--- src/hdl/lpd_pkg.sv ---
// Package for the length-prefixed deframer: codes, register indexes and
// fixed field widths. No dependencies.
package lpd_pkg;

  // Fixed field widths of the stream and configuration ports.
  localparam int unsigned ByteW   = 8;
  localparam int unsigned LenW    = 32;
  localparam int unsigned HlenW   = 5;
  localparam int unsigned OffW    = 4;
  localparam int unsigned CfgIdxW = 3;

  // Framing phase of the stream.
  typedef enum logic [1:0] {
    PH_HEADER  = 2'd0,
    PH_PAYLOAD = 2'd1,
    PH_DISCARD = 2'd2
  } phase_e;

  // Sequencer: accept items, or replay the stored header one byte at a time.
  typedef enum logic [1:0] {
    SEQ_IDLE = 2'd0,
    SEQ_READ = 2'd1,
    SEQ_SEND = 2'd2
  } seq_e;

  // Kind of a result.
  typedef enum logic [1:0] {
    KIND_HEADER  = 2'd0,
    KIND_PAYLOAD = 2'd1,
    KIND_ERROR   = 2'd2
  } kind_e;

  // Input command.
  typedef enum logic {
    CMD_DATA    = 1'b0,
    CMD_RESTART = 1'b1
  } cmd_e;

  // Configuration register indexes.
  typedef enum logic [CfgIdxW-1:0] {
    REG_HEADER_LENGTH = 3'd0,
    REG_LENGTH_OFFSET = 3'd1,
    REG_LENGTH_SIZE   = 3'd2,
    REG_BIG_ENDIAN    = 3'd3,
    REG_MAX_LENGTH    = 3'd4
  } reg_idx_e;

endpackage

--- src/hdl/length_prefixed_deframer_unit.sv ---
// Top level of the length-prefixed deframer: header capture, length decode,
// header replay sequencer and payload pass-through. Depends on lpd_pkg.
//
// Splits a byte stream into frames of a fixed-length header and a payload
// whose length is a 2- or 4-byte field inside the header. Header bytes are
// written into a small header store as they arrive and give no result; the
// byte that completes the header either raises the length error (one result,
// then bytes are dropped until a restart command) or starts a replay of the
// store. Each replayed header byte is first read from the store into a register
// (SEQ_READ) and then loaded into the output register (SEQ_SEND), which waits
// while the output register is full; no input is taken during the replay.
// Every other item (header byte, payload byte, restart, dropped byte) is
// accepted when the output register is free or being emptied. The
// configuration port is always ready and must be written only while idle.
module length_prefixed_deframer_unit import lpd_pkg::*; #(
  parameter int unsigned MAX_HEADER = 16
) (
  input  logic                clk_i,
  input  logic                rst_ni,
  // Input stream.
  input  logic                s_axis_tvalid_i,
  output logic                s_axis_tready_o,
  input  logic [ByteW-1:0]    s_axis_tdata_i,   // [7:0] data_byte
  input  logic                s_axis_tuser_i,   // [0] cmd
  // Result stream.
  output logic                m_axis_tvalid_o,
  input  logic                m_axis_tready_i,
  output logic [39:0]         m_axis_tdata_o,   // [7:0] out_byte, [39:8] bad_length
  output logic [1:0]          m_axis_tuser_o,   // [1:0] kind
  output logic                m_axis_tlast_o,   // last
  // Configuration writes.
  input  logic                cfg_valid_i,
  output logic                cfg_ready_o,
  input  logic [CfgIdxW-1:0]  cfg_index_i,
  input  logic [LenW-1:0]     cfg_data_i
);

  // Index width of the header store and width of a count up to MAX_HEADER.
  localparam int unsigned HW   = $clog2(MAX_HEADER);
  localparam int unsigned CW   = $clog2(MAX_HEADER + 1);
  localparam int unsigned CMPW = (CW > HlenW) ? CW : HlenW;
  localparam int unsigned OW   = (CW > OffW) ? CW : OffW;

  // Configuration registers.
  logic [HlenW-1:0] header_length_q;
  logic [OffW-1:0]  length_offset_q;
  logic             length_size_q;
  logic             big_endian_q;
  logic [LenW-1:0]  max_length_q;

  // Framing state.
  phase_e           phase_q, phase_d;
  logic [CW-1:0]    header_count_q, header_count_d;
  logic [LenW-1:0]  payload_rem_q, payload_rem_d;
  logic [LenW-1:0]  length_accum_q, length_accum_d;

  // Replay sequencer state.
  seq_e             seq_q, seq_d;
  logic [HW-1:0]    rd_cnt_q, rd_cnt_d;
  logic [CW-1:0]    hl_q, hl_d;
  logic             zero_len_q, zero_len_d;

  // Header store.
  logic [ByteW-1:0] hdr_mem [MAX_HEADER];
  logic [ByteW-1:0] rd_data_q;
  logic             mem_we;
  logic             mem_re;
  logic [HW-1:0]    wr_idx;

  // Output register.
  logic             out_valid_q;
  logic [1:0]       out_kind_q, out_kind_d;
  logic [ByteW-1:0] out_byte_q, out_byte_d;
  logic             out_last_q, out_last_d;
  logic [LenW-1:0]  out_bad_q, out_bad_d;
  logic             out_load;
  logic             out_free;

  // Input request decode.
  logic             in_acc;
  logic [ByteW-1:0] in_byte;
  logic             in_cmd;

  // Length decode datapath.
  logic [CMPW-1:0]  hl_raw;
  logic [CW-1:0]    hl_eff;
  logic [CW-1:0]    pos;
  logic [OW-1:0]    pos_ext;
  logic [OW-1:0]    off_ext;
  logic [OW-1:0]    fidx;
  logic             in_field;
  logic [1:0]       lane;
  logic [LenW-1:0]  byte_sh;
  logic [LenW-1:0]  accum_nx;
  logic             hdr_done;
  logic             too_long;
  logic [LenW-1:0]  rem_dec;
  logic             pay_last;
  logic             replay_last;

  assign in_byte = s_axis_tdata_i;
  assign in_cmd  = s_axis_tuser_i;

  // Configuration port; registers keep their values across restarts.
  assign cfg_ready_o = 1'b1;

  always_ff @(posedge clk_i or negedge rst_ni) begin
    if (!rst_ni) begin
      header_length_q <= HlenW'(4);
      length_offset_q <= '0;
      length_size_q   <= 1'b0;
      big_endian_q    <= 1'b1;
      max_length_q    <= LenW'(4096);
    end else if (cfg_valid_i && cfg_ready_o) begin
      case (cfg_index_i)
        REG_HEADER_LENGTH: header_length_q <= cfg_data_i[HlenW-1:0];
        REG_LENGTH_OFFSET: length_offset_q <= cfg_data_i[OffW-1:0];
        REG_LENGTH_SIZE:   length_size_q   <= cfg_data_i[0];
        REG_BIG_ENDIAN:    big_endian_q    <= cfg_data_i[0];
        REG_MAX_LENGTH:    max_length_q    <= cfg_data_i;
        default: ;
      endcase
    end
  end

  // Effective header length, the write position and the length byte merge.
  always_comb begin
    hl_raw = CMPW'(header_length_q);
    if (hl_raw == '0) begin
      hl_eff = CW'(1);
    end else if (hl_raw > CMPW'(MAX_HEADER)) begin
      hl_eff = CW'(MAX_HEADER);
    end else begin
      hl_eff = CW'(hl_raw);
    end

    // A header length lowered mid-header clamps the position to its end.
    if (header_count_q >= hl_eff) begin
      pos = hl_eff - CW'(1);
    end else begin
      pos = header_count_q;
    end
    wr_idx = pos[HW-1:0];

    pos_ext  = OW'(pos);
    off_ext  = OW'(length_offset_q);
    fidx     = pos_ext - off_ext;
    in_field = (pos_ext >= off_ext) &&
               (fidx < (length_size_q ? OW'(4) : OW'(2)));

    // Byte lane of the length word that this header byte fills.
    if (big_endian_q) begin
      lane = (length_size_q ? 2'd3 : 2'd1) - fidx[1:0];
    end else begin
      lane = fidx[1:0];
    end

    case (lane)
      2'd0:    byte_sh = {24'd0, in_byte};
      2'd1:    byte_sh = {16'd0, in_byte, 8'd0};
      2'd2:    byte_sh = {8'd0, in_byte, 16'd0};
      default: byte_sh = {in_byte, 24'd0};
    endcase

    accum_nx = length_accum_q | (in_field ? byte_sh : '0);
    hdr_done = (pos == hl_eff - CW'(1));
    too_long = (accum_nx > max_length_q);

    // Payload countdown.
    rem_dec  = (payload_rem_q != '0) ? (payload_rem_q - LenW'(1)) : '0;
    pay_last = (rem_dec == '0);

    replay_last = (CW'(rd_cnt_q) == hl_q - CW'(1));
  end

  assign out_free        = !out_valid_q || m_axis_tready_i;
  assign s_axis_tready_o = (seq_q == SEQ_IDLE) && out_free;
  assign in_acc          = s_axis_tvalid_i && s_axis_tready_o;

  // Sequencer next state, framing updates and result generation.
  always_comb begin
    phase_d        = phase_q;
    header_count_d = header_count_q;
    payload_rem_d  = payload_rem_q;
    length_accum_d = length_accum_q;
    seq_d          = seq_q;
    rd_cnt_d       = rd_cnt_q;
    hl_d           = hl_q;
    zero_len_d     = zero_len_q;
    mem_we         = 1'b0;
    mem_re         = 1'b0;
    out_load       = 1'b0;
    out_kind_d     = KIND_HEADER;
    out_byte_d     = '0;
    out_last_d     = 1'b0;
    out_bad_d      = '0;

    case (seq_q)
      SEQ_IDLE: begin
        if (in_acc) begin
          if (in_cmd == CMD_RESTART) begin
            phase_d        = PH_HEADER;
            header_count_d = '0;
            payload_rem_d  = '0;
            length_accum_d = '0;
          end else begin
            case (phase_q)
              PH_PAYLOAD: begin
                out_load      = 1'b1;
                out_kind_d    = KIND_PAYLOAD;
                out_byte_d    = in_byte;
                out_last_d    = pay_last;
                payload_rem_d = rem_dec;
                if (pay_last) begin
                  phase_d        = PH_HEADER;
                  header_count_d = '0;
                  length_accum_d = '0;
                end
              end
              PH_HEADER: begin
                mem_we         = 1'b1;
                length_accum_d = accum_nx;
                if (!hdr_done) begin
                  header_count_d = pos + CW'(1);
                end else if (too_long) begin
                  // Length error: report it and drop bytes until a restart.
                  out_load       = 1'b1;
                  out_kind_d     = KIND_ERROR;
                  out_bad_d      = accum_nx;
                  phase_d        = PH_DISCARD;
                  header_count_d = '0;
                  payload_rem_d  = '0;
                end else begin
                  // Header complete: replay the store, then pass any payload.
                  hl_d           = hl_eff;
                  zero_len_d     = (accum_nx == '0);
                  rd_cnt_d       = '0;
                  seq_d          = SEQ_READ;
                  header_count_d = '0;
                  length_accum_d = '0;
                  payload_rem_d  = accum_nx;
                  phase_d        = (accum_nx == '0) ? PH_HEADER : PH_PAYLOAD;
                end
              end
              default: ;
            endcase
          end
        end
      end
      SEQ_READ: begin
        mem_re = 1'b1;
        seq_d  = SEQ_SEND;
      end
      SEQ_SEND: begin
        if (out_free) begin
          out_load   = 1'b1;
          out_kind_d = KIND_HEADER;
          out_byte_d = rd_data_q;
          out_last_d = zero_len_q && replay_last;
          if (replay_last) begin
            seq_d = SEQ_IDLE;
          end else begin
            rd_cnt_d = rd_cnt_q + HW'(1);
            seq_d    = SEQ_READ;
          end
        end
      end
      default: seq_d = SEQ_IDLE;
    endcase
  end

  // Control and framing state registers.
  always_ff @(posedge clk_i or negedge rst_ni) begin
    if (!rst_ni) begin
      phase_q        <= PH_HEADER;
      header_count_q <= '0;
      payload_rem_q  <= '0;
      length_accum_q <= '0;
      seq_q          <= SEQ_IDLE;
      rd_cnt_q       <= '0;
      hl_q           <= CW'(1);
      zero_len_q     <= 1'b0;
    end else begin
      phase_q        <= phase_d;
      header_count_q <= header_count_d;
      payload_rem_q  <= payload_rem_d;
      length_accum_q <= length_accum_d;
      seq_q          <= seq_d;
      rd_cnt_q       <= rd_cnt_d;
      hl_q           <= hl_d;
      zero_len_q     <= zero_len_d;
    end
  end

  // Header store with a registered read port.
  always_ff @(posedge clk_i) begin
    if (mem_we) begin
      hdr_mem[wr_idx] <= in_byte;
    end
  end

  always_ff @(posedge clk_i) begin
    if (mem_re) begin
      rd_data_q <= hdr_mem[rd_cnt_q];
    end
  end

  // Output register: valid flag under reset, payload loaded on demand.
  always_ff @(posedge clk_i or negedge rst_ni) begin
    if (!rst_ni) begin
      out_valid_q <= 1'b0;
    end else if (out_load) begin
      out_valid_q <= 1'b1;
    end else if (m_axis_tready_i) begin
      out_valid_q <= 1'b0;
    end
  end

  always_ff @(posedge clk_i) begin
    if (out_load) begin
      out_kind_q <= out_kind_d;
      out_byte_q <= out_byte_d;
      out_last_q <= out_last_d;
      out_bad_q  <= out_bad_d;
    end
  end

  assign m_axis_tvalid_o = out_valid_q;
  assign m_axis_tdata_o  = {out_bad_q, out_byte_q};
  assign m_axis_tuser_o  = out_kind_q;
  assign m_axis_tlast_o  = out_last_q;

`ifndef SYNTHESIS
  // An error result always leaves the block dropping bytes.
  a_error_discards: assert property (@(posedge clk_i) disable iff (!rst_ni)
    (out_load && (out_kind_d == KIND_ERROR)) |=> (phase_q == PH_DISCARD))
    else $error("error result without entering the discard phase");

  // During a header replay no new header has been started.
  a_replay_clean: assert property (@(posedge clk_i) disable iff (!rst_ni)
    (seq_q != SEQ_IDLE) |-> (header_count_q == '0) && (length_accum_q == '0))
    else $error("header state not cleared during replay");

  // A replayed byte marked last only occurs for an empty payload.
  a_replay_last: assert property (@(posedge clk_i) disable iff (!rst_ni)
    (out_load && (seq_q == SEQ_SEND) && out_last_d) |-> (phase_q == PH_HEADER))
    else $error("header byte marked last while a payload follows");

  // The payload phase always has bytes left to pass.
  a_payload_left: assert property (@(posedge clk_i) disable iff (!rst_ni)
    (phase_q == PH_PAYLOAD) |-> (payload_rem_q != '0))
    else $error("payload phase with nothing remaining");
`endif

endmodule
--- config.mk ---
export PLATFORM = sky130hd
export DESIGN_NAME = length_prefixed_deframer_unit
export DESIGN_NICKNAME = d
export VERILOG_FILES = /design/src/hdl/lpd_pkg.sv /design/src/hdl/length_prefixed_deframer_unit.sv
export SDC_FILE = /design/constraint.sdc
export NUM_CORES = 1
export LEC_CHECK = 0
export ABC_AREA = 1
export BUFFER_PORTS_ARGS = -buffer_cell sky130_fd_sc_hd__clkbuf_2
export CORE_MARGIN = 4
export CORE_UTILIZATION = 60
export CTS_CLUSTER_SIZE = 10
export DETAILED_ROUTE_END_ITERATION = 6
export HOLD_SLACK_MARGIN = 0.06
export PLACE_DENSITY = 0.79
export SYNTH_ARGS = -nofsm -noshare
export SYNTH_HDL_FRONTEND = slang
export SYNTH_SLANG_ARGS = --single-unit
--- constraint.sdc ---
create_clock -name clk_i -period 9.1 [get_ports clk_i]
set_input_delay 2.275 -clock clk_i [delete_from_list [all_inputs] [get_ports clk_i]]
set_output_delay 2.275 -clock clk_i [all_outputs]
set_load 0.01 [all_outputs]
# Word-level counts from Yosys, hierarchy flattened
# Memory sizes are Yosys's and may differ from the RTL's. A register that Yosys moved wholly into a read port is not among the register bits.
# Index checks and enable logic that the tools add are counted.
[classes] shifts=0 reduce_logical=30 add_sub_neg=7 eq_ne=20 n_lt_le_gt_ge=5 muxes=73 n_div=0 n_bitwise=7 n_mul=0
[op_table] cell="$mux W32" n=9
[op_table] cell="$pmux W32 S2" n=2
[op_table] cell="$pmux W32 S3" n=1
[op_table] cell="$logic_not A32 Y1" n=2
[op_table] cell="$gt A32 B32 Y1" n=1
[op_table] cell="$mux W8" n=4
[op_table] cell="$or A32 B32 Y32" n=1
[op_table] cell="$reduce_bool A32 Y1" n=1
[op_table] cell="$sub A32 B1 Y32 const B" n=1
[op_table] cell="$mux W5" n=6
[op_table] cell="$mux W2" n=14
[op_table] cell="$mux W4" n=7
[op_table] cell="$mux W1" n=20
[op_table] cell="$pmux W8 S2" n=1
[op_table] cell="$ne A2 B2 Y1 const B" n=6
[op_table] cell="$reduce_and A6 Y1" n=2
[op_table] cell="$pmux W5 S2" n=1
[op_table] cell="$reduce_and A2 Y1" n=5
[op_table] cell="$sub A5 B1 Y5 const B" n=2
[op_table] cell="$pmux W2 S2" n=2
[op_table] cell="$pmux W4 S2" n=1
[op_table] cell="$reduce_and A4 Y1" n=2
[op_table] cell="$reduce_and A8 Y1" n=1
[op_table] cell="$eq A2 B1 Y1 const B" n=3
[op_table] cell="31 further kinds" n=47
[totals] latch_bits=0 mem_count=1 out_inout_bits=46 rom_bits=0 ram_bits=128 word_cells=161 ff_bits=170 input_bits=49
[memory_table] memory="hdr_mem" words=16 width=8 rd=1 rd_clocked_by_memory_dff=1 write_ports=1 line="length_prefixed_deframer_unit.sv:64" source="logic [ByteW-1:0] hdr_mem [MAX_HEADER];"

# Longest topological paths before layout
# Gate-level depths: netlist (run 1).
[depth] word_depth=20 ltp_mapped=41 depth_no_buf=41

# Worst setup path before layout (run 1)
# No wires, ideal clock.
[synth_path] kind="register to register" start="register header_length_q[2]" end="register out_last_q, in the netlist m_axis_tlast_o, enable pin" arrival_ns=5.704 path_stages_with_launch=37 setup_time_ns=0.552 path_slack_ns=2.844 synth_period_minus_slack_ns=6.256 n_path_buf=2 required_ns=8.548 cell_sequence="dfstp_2 -> nor2_1 -> nand2_1 -> nand2_1 -> nand2_1 -> inv_1 -> ha_1 -> inv_1 -> nand2_1 -> nand2_1 -> nand3_2 -> nor2_1 -> a21oi_2 -> inv_1 -> ha_1 -> inv_1 -> fa_1 -> xor2_1 -> ha_1 -> a21oi_1 -> clkbuf_1 -> nand4_1 -> nand2_1 -> ha_1 -> nand2_1 -> inv_1 -> o21ai_0 -> a21oi_1 -> a211oi_1 -> nand2_1 -> nand2_1 -> nand2_1 -> nand2_1 -> nor2_1 -> nand2_1 -> buf_2 -> nand2_1"
[synth_between] elab_chain_len=19 elab_cells_between_ends=27 classes_between="3 x add/sub; 5 x order compare; 3 x eq/ne; 12 x mux; 1 x bitwise; 3 x reduce/logical"
[synth_rtl] element="start, declared" line="length_prefixed_deframer_unit.sv:45" source="logic [HlenW-1:0] header_length_q;"
[synth_rtl] element="start signal, assigned" line="length_prefixed_deframer_unit.sv:109" source="header_length_q <= HlenW'(4);"
[synth_rtl] element="start signal, assigned" line="length_prefixed_deframer_unit.sv:116" source="REG_HEADER_LENGTH: header_length_q <= cfg_data_i[HlenW-1:0];"
[synth_rtl] element="$gt A5 B5 Y1" line="length_prefixed_deframer_unit.sv:131" source="end else if (hl_raw > CMPW'(MAX_HEADER)) begin"
[synth_rtl] element="$mux W5" line="length_prefixed_deframer_unit.sv:131"
[synth_rtl] element="$mux W5 (*)" line="length_prefixed_deframer_unit.sv:129" source="if (hl_raw == '0) begin"
[synth_rtl] element="named net hl_eff[0]" line="length_prefixed_deframer_unit.sv:86" source="logic [CW-1:0] hl_eff;"
[synth_rtl] element="$sub A5 B1 Y5 / $ge A5 B5 Y1 (equally long branches)" line="length_prefixed_deframer_unit.sv:139, length_prefixed_deframer_unit.sv:166, length_prefixed_deframer_unit.sv:138"
[synth_rtl] element="$mux W5" line="length_prefixed_deframer_unit.sv:138" source="if (header_count_q >= hl_eff) begin"
[synth_rtl] element="$sub A5 B4 Y5" line="length_prefixed_deframer_unit.sv:147" source="fidx = pos_ext - off_ext;"
[synth_rtl] element="$sub A2 B2 Y2" line="length_prefixed_deframer_unit.sv:153" source="lane = (length_size_q ? 2'd3 : 2'd1) - fidx[1:0];"
[synth_rtl] element="[5 not listed]"
[synth_rtl] element="$gt A32 B32 Y1" line="length_prefixed_deframer_unit.sv:167" source="too_long = (accum_nx > max_length_q);"
[synth_rtl] element="$mux W1" line="length_prefixed_deframer_unit.sv:225" source="end else if (too_long) begin"
[synth_rtl] element="$mux W1 (*)" line="length_prefixed_deframer_unit.sv:223" source="if (!hdr_done) begin"
[synth_rtl] element="$pmux W1 S2 (*)" line="length_prefixed_deframer_unit.sv:207" source="case (phase_q)"
[synth_rtl] element="$mux W1 (*)" line="length_prefixed_deframer_unit.sv:201" source="if (in_cmd == CMD_RESTART) begin"
[synth_rtl] element="$mux W1 (*)" line="length_prefixed_deframer_unit.sv:200" source="if (in_acc) begin"
[synth_rtl] element="$pmux W1 S2 (*)" line="length_prefixed_deframer_unit.sv:198" source="case (seq_q)"
[synth_rtl] element="named net out_load" line="length_prefixed_deframer_unit.sv:76" source="logic out_load;"
[synth_rtl] element="end signal, assigned" line="length_prefixed_deframer_unit.sv:323" source="out_last_q <= out_last_d;"
[synth_rtl] element="end, declared" line="length_prefixed_deframer_unit.sv:74" source="logic out_last_q, out_last_d;"
# The timed path passes the listed nets; every way through them passes the cells marked *.
# A chain may end at the register's enable or synchronous reset.

# Final worst setup path (run 1)
[layout_path] start="register header_length_q[2]" end="register out_bad_q[31], enable pin"
[layout_between] elab_chain_len=19 elab_cells_between_ends=27 classes_between="3 x add/sub; 5 x order compare; 3 x eq/ne; 12 x mux; 1 x bitwise; 3 x reduce/logical"
[layout_rtl] element="$gt A5 B5 Y1" line="length_prefixed_deframer_unit.sv:131"
[layout_rtl] element="$mux W5" line="length_prefixed_deframer_unit.sv:131"
[layout_rtl] element="$mux W5 (*)" line="length_prefixed_deframer_unit.sv:129"
[layout_rtl] element="named net hl_eff[0]" line="length_prefixed_deframer_unit.sv:86"
[layout_rtl] element="$sub A5 B1 Y5 / $ge A5 B5 Y1 (equally long branches)" line="length_prefixed_deframer_unit.sv:139, length_prefixed_deframer_unit.sv:166, length_prefixed_deframer_unit.sv:138"
[layout_rtl] element="$mux W5" line="length_prefixed_deframer_unit.sv:138"
[layout_rtl] element="$sub A5 B4 Y5" line="length_prefixed_deframer_unit.sv:147"
[layout_rtl] element="$sub A2 B2 Y2" line="length_prefixed_deframer_unit.sv:153"
[layout_rtl] element="[5 not listed]"
[layout_rtl] element="$gt A32 B32 Y1" line="length_prefixed_deframer_unit.sv:167"
[layout_rtl] element="$mux W1" line="length_prefixed_deframer_unit.sv:225"
[layout_rtl] element="$mux W1 (*)" line="length_prefixed_deframer_unit.sv:223"
[layout_rtl] element="$pmux W1 S2 (*)" line="length_prefixed_deframer_unit.sv:207"
[layout_rtl] element="$mux W1 (*)" line="length_prefixed_deframer_unit.sv:201"
[layout_rtl] element="$mux W1 (*)" line="length_prefixed_deframer_unit.sv:200"
[layout_rtl] element="$pmux W1 S2 (*)" line="length_prefixed_deframer_unit.sv:198"
[layout_rtl] element="named net out_load" line="length_prefixed_deframer_unit.sv:76"
[layout_rtl] element="end signal, assigned" line="length_prefixed_deframer_unit.sv:324" source="out_bad_q <= out_bad_d;"
[layout_rtl] element="end, declared" line="length_prefixed_deframer_unit.sv:75" source="logic [LenW-1:0] out_bad_q, out_bad_d;"
# Marked as above.

==> results of run 1 <==
## cells in the mapped netlist, types with 2 or more instances
master,n,share of area [%]
nand2_2,25,0.98
clkbuf_1,41,0.96
clkinv_1,3,0.071
buf_1,4,0.094
o211ai_1,9,0.42
nor2_1,277,6.5
dfrtp_1,123,19
a21o_1,3,0.14
nand3_1,101,3.2
a21oi_2,2,0.11
edfxtp_1,179,34
xnor2_1,5,0.27
o32ai_1,9,0.49
nand4_1,50,2.0
o21ai_1,15,0.47
nand3_2,3,0.19
o221ai_1,23,1.3
inv_1,204,4.8
o21ai_2,27,1.5
xor2_1,14,0.77
nor2_2,10,0.39
nor2_4,2,0.14
or2_2,4,0.16
ha_1,51,4.0
buf_2,14,0.44
mux2i_1,23,1.4
inv_2,4,0.094
a21oi_1,51,1.6
dfstp_2,4,0.66
nor3_1,8,0.25
o21ai_0,110,3.4
buf_4,2,0.094
o22ai_1,30,1.2
buf_6,8,0.56
nand2_1,334,7.9
## cell type report
class	count	area, µm²	area share, %
inverter	211	792	4.46
tap	335	419	2.36
multi-input combinational	1196	6300	35.5
clock inverter	5	75.1	0.423
sequential	306	8560	48.2
timing repair buffer	104	551	3.10
clock buffer	63	1060	5.99
## worst max-delay path, delay by kind of cell, from the launching register on
family	cells	cell delay, ns
compound gates	5	0.76
fa+ha+maj	4	1.11
flops	1	0.54
simple gates	22	3.40
buf+inv	7	0.82
## final timing paths
check                              startpoint           endpoint  slack [ns]  cells past startpoint
max                        header_length_q[2]      out_bad_q[31]        1.93                     38
min                         length_accum_q[2]  length_accum_q[2]        0.49                      2
max reg2reg                header_length_q[2]      out_bad_q[31]        1.93                     38
min reg2reg                 length_accum_q[2]  length_accum_q[2]        0.49                      2
max in group asynchronous              rst_ni        rd_cnt_q[0]        5.81                      2
min in group asynchronous              rst_ni   max_length_q[29]        1.83                      1
## layer usage
layer	GRT usage (%)	part of all wire, %
met1	39.4	39
met2	47.3	47
met3	4.18	9.0
met4	11.9	4.8
met5	0	0
## kinds of logic after synthesis
family | after synthesis
AO/OA/AOI/OAI | 282
XOR/XNOR | 19
adder cells (fa/ha/maj) | 52
buffers and inverters | 280
flip-flops | 306
multiplexers | 23
other | 1
AND/OR/NAND/NOR | 819
## through the flow
stage / std cells / util [%]
after floorplan: 1782 / -
after global routing: 2220 / 68.0
after CTS: 2220 / 68.0
after global placement: 2152 / 63.6
after detailed placement: 2152 / 63.6
final: 2220 / 68.0
## state kept, by name, summed over array words and instances, names as in the netlist, 8 cells and up
register,cells
hdr_mem,128
length_accum_q,32
max_length_q,32
out_bad_q,32
payload_rem_q,32
out_byte_q,8
rd_data_q,8
==> flow_metrics.tcl, run 1 <==
set metrics [dict create \
    status "complete, but fails checks" \
    violations "design-rule violations" \
    port_buffers 93 \
    cpPeakStageDelay_ns 0.81 \
    n_antenna_cell 0 \
    worst_ep_required_time_ns 9.14 \
    fin_skew_ns 0.0190 \
    overflow 0 \
    worst_setup_path_start_kind "register" \
    ctsHtreeMaxLevel 2 \
    cts_buffers 37 \
    grt_first_pass_wirelength_um 66700 \
    fmax_mhz 140 \
    area_growth_pct 11.2 \
    core_mm2 0.0261 \
    holdBufCountCts 0 \
    first_pass_iters 7 \
    final.setup.tns_ns 0 \
    drt_wl_total_um 42300 \
    num_vias 13200 \
    crit_type "register to register" \
    holdWs_ns 0.485 \
    die_y_um 171 \
    stdcell_area_mm2 0.0178 \
    syn_avg_cell_area_um2 8.96 \
    remaining_drc_errors 1 \
    clk_pin_slew_worst_paths_ns 0.05 \
    cp_common_cell "nand2_1" \
    synth_edf_count 179 \
    yosysUniqueCellTypes 45 \
    die_x_um 171 \
    mostFrequentLayoutCell "nand2_1" \
    rsz0062_at_grt "false" \
    antenna_found_initial 0 \
    syn-cell-area_mm2 0.0160 \
    hold_class "register to register" \
    grt_usage_pct 29.0 \
    final_cell_mix "333 x nand2_1, 275 x nor2_1, 204 x inv_1" \
    grt_max_degree 75 \
    hold_viol 0 \
    seq_area_frac_synth_pct 53.6 \
    crit_fanout 43 \
    synthesis.nets 1883 \
    grt_pass1_vias 12600 \
    start_util_pct 61.1 \
    clockBufferDepth 3 \
    post_cts_buffers 0 \
    num-fill-cells 2063 \
    syn-instance-count 1782 \
    timing.slew.headroom_pct 25.6 \
    synth_top_family_by_area "simple AND/OR/NAND/NOR gates" \
    viasPerCell 5.93 \
    postCtsResizedCells 0 \
    finalMaxSlewViolations 0 \
    synth_xor_area_share_pct 1.04 \
    clock-sinks 306 \
    antenna_left 0 \
    clockRootBuffer "clkbuf_16" \
    place_ws_ns 2.11 \
    die_area_mm2 0.0293 \
    crit_path_end_kind "register" \
    gp_congestion 0.918 \
    yosysWarnings 0 \
    timing.final.ws_setup_ns 1.93 \
    worst_pin_slew_ns 1.11 \
    post-route-period-util_pct 78.8 \
    boundaryPins 95 \
    maxCapViolations 0 \
    layout_min_cycle_time_ns 7.17 \
    synth-main-ff-cell "edfxtp_1" \
    muxShareOfSynthArea_pct 1.44 \
    arrival_ns 7.20 \
    synth-seq-cells 306 \
    drt_iter0_drc 1802 \
    rows 59 \
    synth-simple-area-share_pct 21.9 \
    finalSetupViolCount 0 \
    dp_hpwl_um 29100 \
    placed_area_mm2 0.0166 \
    clk_latency_ns 0.54 \
    drive_gt1_share_pct 12.6 \
    synth_compound_area_share_pct 10.7 \
    wl_per_cell_um 19.1 \
    async_reset_ff_share_pct 41.5 \
    worst_path_max_delay_cell "nand2_1" \
    fin_nets 1957 \
    post_synth_fa_ha_maj_area_fraction_pct 4.12 \
    cts_tree "yes" \
]
Power of run 1 is not shown: default switching activity piles up to over one toggle a cycle in this logic, so the estimate is an artifact.
==> run 2: changes to the inputs <==
==> constraint.sdc (replaced) <==
create_clock -name clk_i -period 6.63 [get_ports clk_i]
set_input_delay 1.6575 -clock clk_i [delete_from_list [all_inputs] [get_ports clk_i]]
set_output_delay 1.6575 -clock clk_i [all_outputs]
set_load 0.01 [all_outputs]
==> run 2 against run 1 <==
Effect of this change: the flow now finishes without violations; wire length decreased by 0.22%; cell count increased by 0.18%; non-clock buffer count increased by 4; worst setup slack got worse by 1.5 ns; largest cell class unchanged.
==> flow_metrics.tcl, run 2 (synthesized netlist as in run 1, its figures left out) <==
set metrics [dict create \
    start_util_pct 61.1 \
    hold_class "register to register" \
    maxCapViolations 0 \
    worst_pin_slew_ns 1.07 \
    finalMaxSlewViolations 0 \
    ctsHtreeMaxLevel 2 \
    crit_fanout 34 \
    holdBufCountCts 0 \
    mostFrequentLayoutCell "nand2_1" \
    drt_iter0_drc 1546 \
    clockRootBuffer "clkbuf_16" \
    cts_tree "yes" \
    boundaryPins 95 \
    fmax_mhz 161 \
    finalSetupViolCount 0 \
    antenna_left 0 \
    clk_latency_ns 0.54 \
    timing.slew.headroom_pct 28.6 \
    port_buffers 93 \
    hold_viol 0 \
    cp_num_buf_inv 8 \
    largest_reg_flops 128 \
    grt_usage_pct 28.9 \
    crit_family "simple AND/OR/NAND/NOR gates" \
    post-route-period-util_pct 93.5 \
    grt_max_degree 75 \
    gp_congestion 0.983 \
    cpPeakStageDelay_ns 0.53 \
    first_pass_iters 7 \
    num_vias 13200 \
    antenna_found_initial 0 \
    grt_pass1_vias 12500 \
    worst_path_max_delay_cell "dfstp_2" \
    cts_buffers 37 \
    final.setup.tns_ns 0 \
    rr_startpoint "header_length_q[2]" \
    clock-sinks 306 \
    crit_path_end_kind "register" \
    area_growth_pct 11.6 \
    hold_path_startpoint "length_accum_q[22]" \
    core_mm2 0.0261 \
    dp_hpwl_um 29200 \
    die_area_mm2 0.0293 \
    status "complete, no violations" \
    viasPerCell 5.92 \
    fin_skew_ns 0.0209 \
    cp_common_cell "nand2_1" \
    overflow 0 \
    worst_setup_path_start_kind "register" \
    worst_ep_required_time_ns 6.85 \
    drive_gt1_share_pct 13.0 \
    crit_type "register to register" \
    drt_wl_total_um 42200 \
    remaining_drc_errors 0 \
    final_core_util_pct 68.2 \
    fin_nets 1961 \
    crit_start "header_length_q[2]" \
    holdWs_ns 0.483 \
    die_x_um 171 \
    clk_pin_slew_worst_paths_ns 0.06 \
    layout_min_cycle_time_ns 6.20 \
    n_antenna_cell 0 \
    rsz0062_at_grt "true" \
    grt_first_pass_wirelength_um 66700 \
    rows 59 \
    arrival_ns 6.43 \
    final_cell_mix "330 x nand2_1, 275 x nor2_1, 204 x inv_1" \
    regMostFlops "hdr_mem" \
    wl_per_cell_um 19.0 \
    clockBufferDepth 3 \
    die_y_um 171 \
]
## run 2: repair_timing
action,CTS,global route
setup endpoints to repair,0,141
setup buffers,0,0
hold endpoints to repair,0,0
gates resized for setup,0,12
## run 2: cell type report
class                      instances  area [µm²]
clock buffer                      62        1020
clock inverter                     6        83.8
fill                            2085        8310
inverter                         211         792
multi-input combinational       1196        6340
sequential                       306        8560
tap                              335         419
timing repair buffer             108         613
## run 2: stage by stage
| stage | instances | setup WS (ns) | cell area [µm²] |
|---|---|---|---|
| 2_1_floorplan | 1782 | 0.374 | 16000 |
| 3_3_place_gp | 2156 | 0.627 | 16700 |
| 3_5_place_dp | 2156 | 0.431 | 16700 |
| 4_1_cts | 2224 | 0.424 | 17800 |
| 5_1_grt | 2224 | -0.0204 | 17800 |
| 6_report | 2224 | 0.429 | 17800 |
## run 2: worst register-to-register path, delay by kind of cell (launching register included)
kind            cells  cell delay [ns]
simple gates       23             2.81
fa+ha+maj           5             1.53
buf+inv             8             0.81
flops               1             0.53
compound gates      2             0.21
## run 2: path summary, 6_finish.rpt
check                                     end  slack [ns]  depth (start not counted)
setup reg to reg                out_bad_q[25]        0.43                         38
setup / recovery                out_bad_q[25]        0.43                         38
hold / removal             length_accum_q[22]        0.48                          2
min in group asynchronous    max_length_q[23]        1.27                          1
hold reg to reg            length_accum_q[22]        0.48                          2
max in group asynchronous          zero_len_q        4.02                          2
## run 2: metal layers
metal  global-route usage (%)  vias up  share of wire, %
li1                         -     6155                 -
met2                     47.9      671                47
met3                     4.02      113               8.4
met5                        0        -                 0
met1                     39.3     6231                40
met4                     10.6        0               3.8
Power of run 2 is left out for the same reason.
==> run 3: changes to the inputs <==
--- a/config.mk
+++ b/config.mk
@@ -5,7 +5,6 @@
 export SDC_FILE = /design/constraint.sdc
 export NUM_CORES = 1
 export LEC_CHECK = 0
-export ABC_AREA = 1
 export BUFFER_PORTS_ARGS = -buffer_cell sky130_fd_sc_hd__clkbuf_2
 export CORE_MARGIN = 4
 export CORE_UTILIZATION = 60
==> run 3 against run 2 <==
Effect of this change: the run now ends with design-rule violations left; fmax down 2.4%; global-route usage up 0.66 points; synthesized cell count down 29%; critical path depth down 10; sequential share of layout area up 1.2 points; via count down 14%; first-iteration DRC count down 2.7%; wire length down 1.7%; flip-flop and latch count unchanged; design area down 2.4%; register-to-register slack worse by 0.15 ns; utilization up 2.9 points.
==> flow_metrics.tcl, run 3 <==
set metrics [dict create \
    hold_viol 0 \
    hold_path_startpoint "length_accum_q[5]" \
    grt_max_degree 66 \
    holdWs_ns 0.487 \
    drt-met1-wl_um 16100 \
    grt_pass1_vias 11200 \
    async_reset_ff_share_pct 41.5 \
    violations "design-rule violations" \
    synth-main-ff-cell "edfxtp_1" \
    syn-instance-count 1266 \
    crit_start "header_length_q[2]" \
    first_pass_iters 7 \
    p_sw_mw 4.01 \
    ir_drop_v 0.000330 \
    yosysUniqueCellTypes 73 \
    drive_gt1_share_pct 21.4 \
    die_x_um 166 \
    clk_pin_slew_worst_paths_ns 0.06 \
    arrival_ns 6.77 \
    cp_common_cell "ha_1" \
    yosysTopAreaCell "edfxtp_1" \
    ys_top_cells_by_count "179 x edfxtp_1, 123 x dfrtp_1, 112 x nand2_1" \
    grt_first_pass_wirelength_um 64200 \
    worst_path_max_delay_cell "dfstp_2" \
    synth-seq-cells 306 \
    grt_usage_pct 29.6 \
    pwr-share-clk_pct 20.3 \
    clockRootBuffer "clkbuf_16" \
    seq_area_frac_synth_pct 57.2 \
    area_growth_pct 16.2 \
    rr_startpoint "header_length_q[2]" \
    stdcell_area_mm2 0.0174 \
    crit_fanout 10 \
    finalMaxSlewViolations 0 \
    ctsHtreeMaxLevel 2 \
    synth_edf_count 179 \
    cts_tree "yes" \
    clock-sinks 306 \
    core_mm2 0.0245 \
    regMostFlops "hdr_mem" \
    synth-simple-area-share_pct 12.3 \
    worst_pin_slew_ns 1.12 \
    port_buffers 93 \
    cts_buffers 37 \
    worst_ep_required_time_ns 7.05 \
    p_leak_nw 7.09 \
    layout_min_cycle_time_ns 6.35 \
    synth_top_area_share_pct 35.9 \
    rr_worst_depth 28 \
    start_util_pct 61.2 \
    r2r-end "hl_q[2]" \
    power_frac_seq_pct 28.4 \
    post_synth_fa_ha_maj_area_fraction_pct 4.40 \
    synth_compound_area_share_pct 13.3 \
    fin_nets 1490 \
    largest_reg_flops 128 \
    final_cell_mix "179 x edfxtp_1, 122 x dfrtp_1, 110 x nand2_1" \
    maxCapViolations 0 \
    dp_hpwl_um 27500 \
    hold_class "register to register" \
    placed_area_mm2 0.0160 \
    clockBufferDepth 3 \
    wl_per_cell_um 23.8 \
    num-fill-cells 1645 \
    viasPerCell 6.53 \
    status "complete, but fails checks" \
    fin_skew_ns 0.0193 \
    timing.slew.headroom_pct 24.2 \
    yosysWarnings 0 \
    hold_path_end "length_accum_q[5]" \
    drt_iter0_drc 1505 \
    finalPower_mw 9.31 \
    syn-cell-area_mm2 0.0150 \
    crit_type "register to register" \
    pwr-share-comb_pct 51.3 \
    die_y_um 166 \
    synth_xor_area_share_pct 1.79 \
    dr_wl_met2_um 19800 \
    hold_depth 2 \
    clk_latency_ns 0.54 \
    p_sw_share_pct 43.1 \
    synth_top_family_by_area "compound AO/OA/AOI/OAI gates" \
    antenna_left 0 \
    gp_congestion 0.986 \
    num_vias 11400 \
    boundaryPins 95 \
    p_int_mw 5.30 \
    remaining_drc_errors 2 \
    drt_wl_total_um 41500 \
    worst_setup_path_start_kind "register" \
    power.density_mw_per_mm2 535 \
    top_layer "met4" \
    synthesis.nets 1367 \
    rows 57 \
    antenna_found_initial 1 \
    die_area_mm2 0.0275 \
    reg2reg_slack_ns 0.28 \
    wl_met3_um 4290 \
    crit_path_end_kind "register" \
    mostFrequentLayoutCell "edfxtp_1" \
    finalSetupViolCount 0 \
    yosysMostFrequentCell "edfxtp_1" \
    syn_avg_cell_area_um2 11.8 \
    synth_area_leaders "edfxtp_1 36%, dfrtp_1 21%, mux4_2 6.0%" \
    muxShareOfSynthArea_pct 7.12 \
    overflow 0 \
    cpPeakStageDelay_ns 0.58 \
    fmax_mhz 157 \
    post-route-period-util_pct 95.8 \
]
[run 3: changes by cell type after synthesis, sizes merged, moves of 35 or more]
| cell | delta |
|---|---|
| nand4 | -35 |
| mux4 | +40 |
| nand2 | -247 |
| o21ai | -49 |
| nor2 | -190 |
| inv | -123 |
| nand3 | -85 |
[run 3: area by class of cell]
cell class	count	area, µm²	area share, %
inverters	85	323	1.86
multi-input cells	813	6090	35.0
clock buffers	61	1030	5.90
clock inverters	6	106	0.611
well taps	324	405	2.33
diodes	1	2.50	0.0144
repair inverters	2	15.0	0.0863
repair buffers	144	870	5.00
flip-flops and latches	306	8560	49.2
[run 3: worst max-delay path by stage]
stage | cells after the start | slack [ns] | end
4_1_cts | 29 | 0.008 | out_bad_q[1]
3_5_place_dp | 29 | -0.17 | out_bad_q[14]
5_1_grt | 28 | -0.06 | hl_q[2]
6_report | 28 | 0.28 | hl_q[2]
3_3_place_gp | 31 | -0.12 | out_bad_q[1]
2_1_floorplan | 32 | 0.05 | hl_q[2]
[run 3: repair_timing]
item	CTS	global route
pin swaps	0	6
gates resized for setup	6	52
hold buffers	0	0
setup buffers	0	6
endpoints found under the setup margin	124	152
gates cloned	0	3
[run 3: worst max-delay path: cells and delay by family, from the launching register on]
| kind | cells | cell delay (ns) |
|---|---|---|
| AO/OA/AOI/OAI | 13 | 2.41 |
| XOR/XNOR | 1 | 0.16 |
| AND/OR/NAND/NOR | 5 | 1.11 |
| flip-flops | 1 | 0.58 |
| multiplexers | 1 | 0.38 |
| buffers and inverters | 3 | 0.19 |
| adder cells (fa/ha/maj) | 5 | 1.40 |
[run 3: metal layers]
layer,up-vias,track usage [%]
met2,712,46.5
met4,0,9.76
met3,118,6.12
met1,5566,42.0
met5,-,0
li1,4978,-
[run 3: cells by family (layout without fill, tap and decap cells)]
logic type / count (synthesis) / count (layout)
flip-flops: 306 / 306
XOR/XNOR: 29 / 29
adder cells (fa/ha/maj): 52 / 52
buffers and inverters: 148 / 298
multiplexers: 55 / 55
other: 1 / 2
AO/OA/AOI/OAI: 302 / 302
AND/OR/NAND/NOR: 373 / 374
[run 3: per-stage QoR]
| stage | utilization, % | setup slack [ns] | instances | TNS, ns |
|---|---|---|---|---|
| after detailed placement | 65.3 | -0.169 | 1665 | -6.41 |
| after CTS | 70.0 | 0.00848 | 1732 | 0 |
| after global routing | 71.1 | -0.0633 | 1741 | -0.399 |
| final | 71.1 | 0.277 | 1742 | 0 |
| after global placement | 65.3 | -0.122 | 1665 | -0.380 |
| after floorplan | - | 0.0530 | 1266 | 0 |
[run 3: power groups by stage]
stage | Sequential (mW) | Combinational, mW | Clock, mW
floorplan | 2.58 | 3.09 | 0
global placement | 2.64 | 4.32 | 0
detailed placement | 2.65 | 4.40 | 0
CTS | 2.63 | 4.48 | 1.90
global route | 2.67 | 5.17 | 2.01
finish | 2.64 | 4.77 | 1.89
Power figures use the tool's default switching activity.
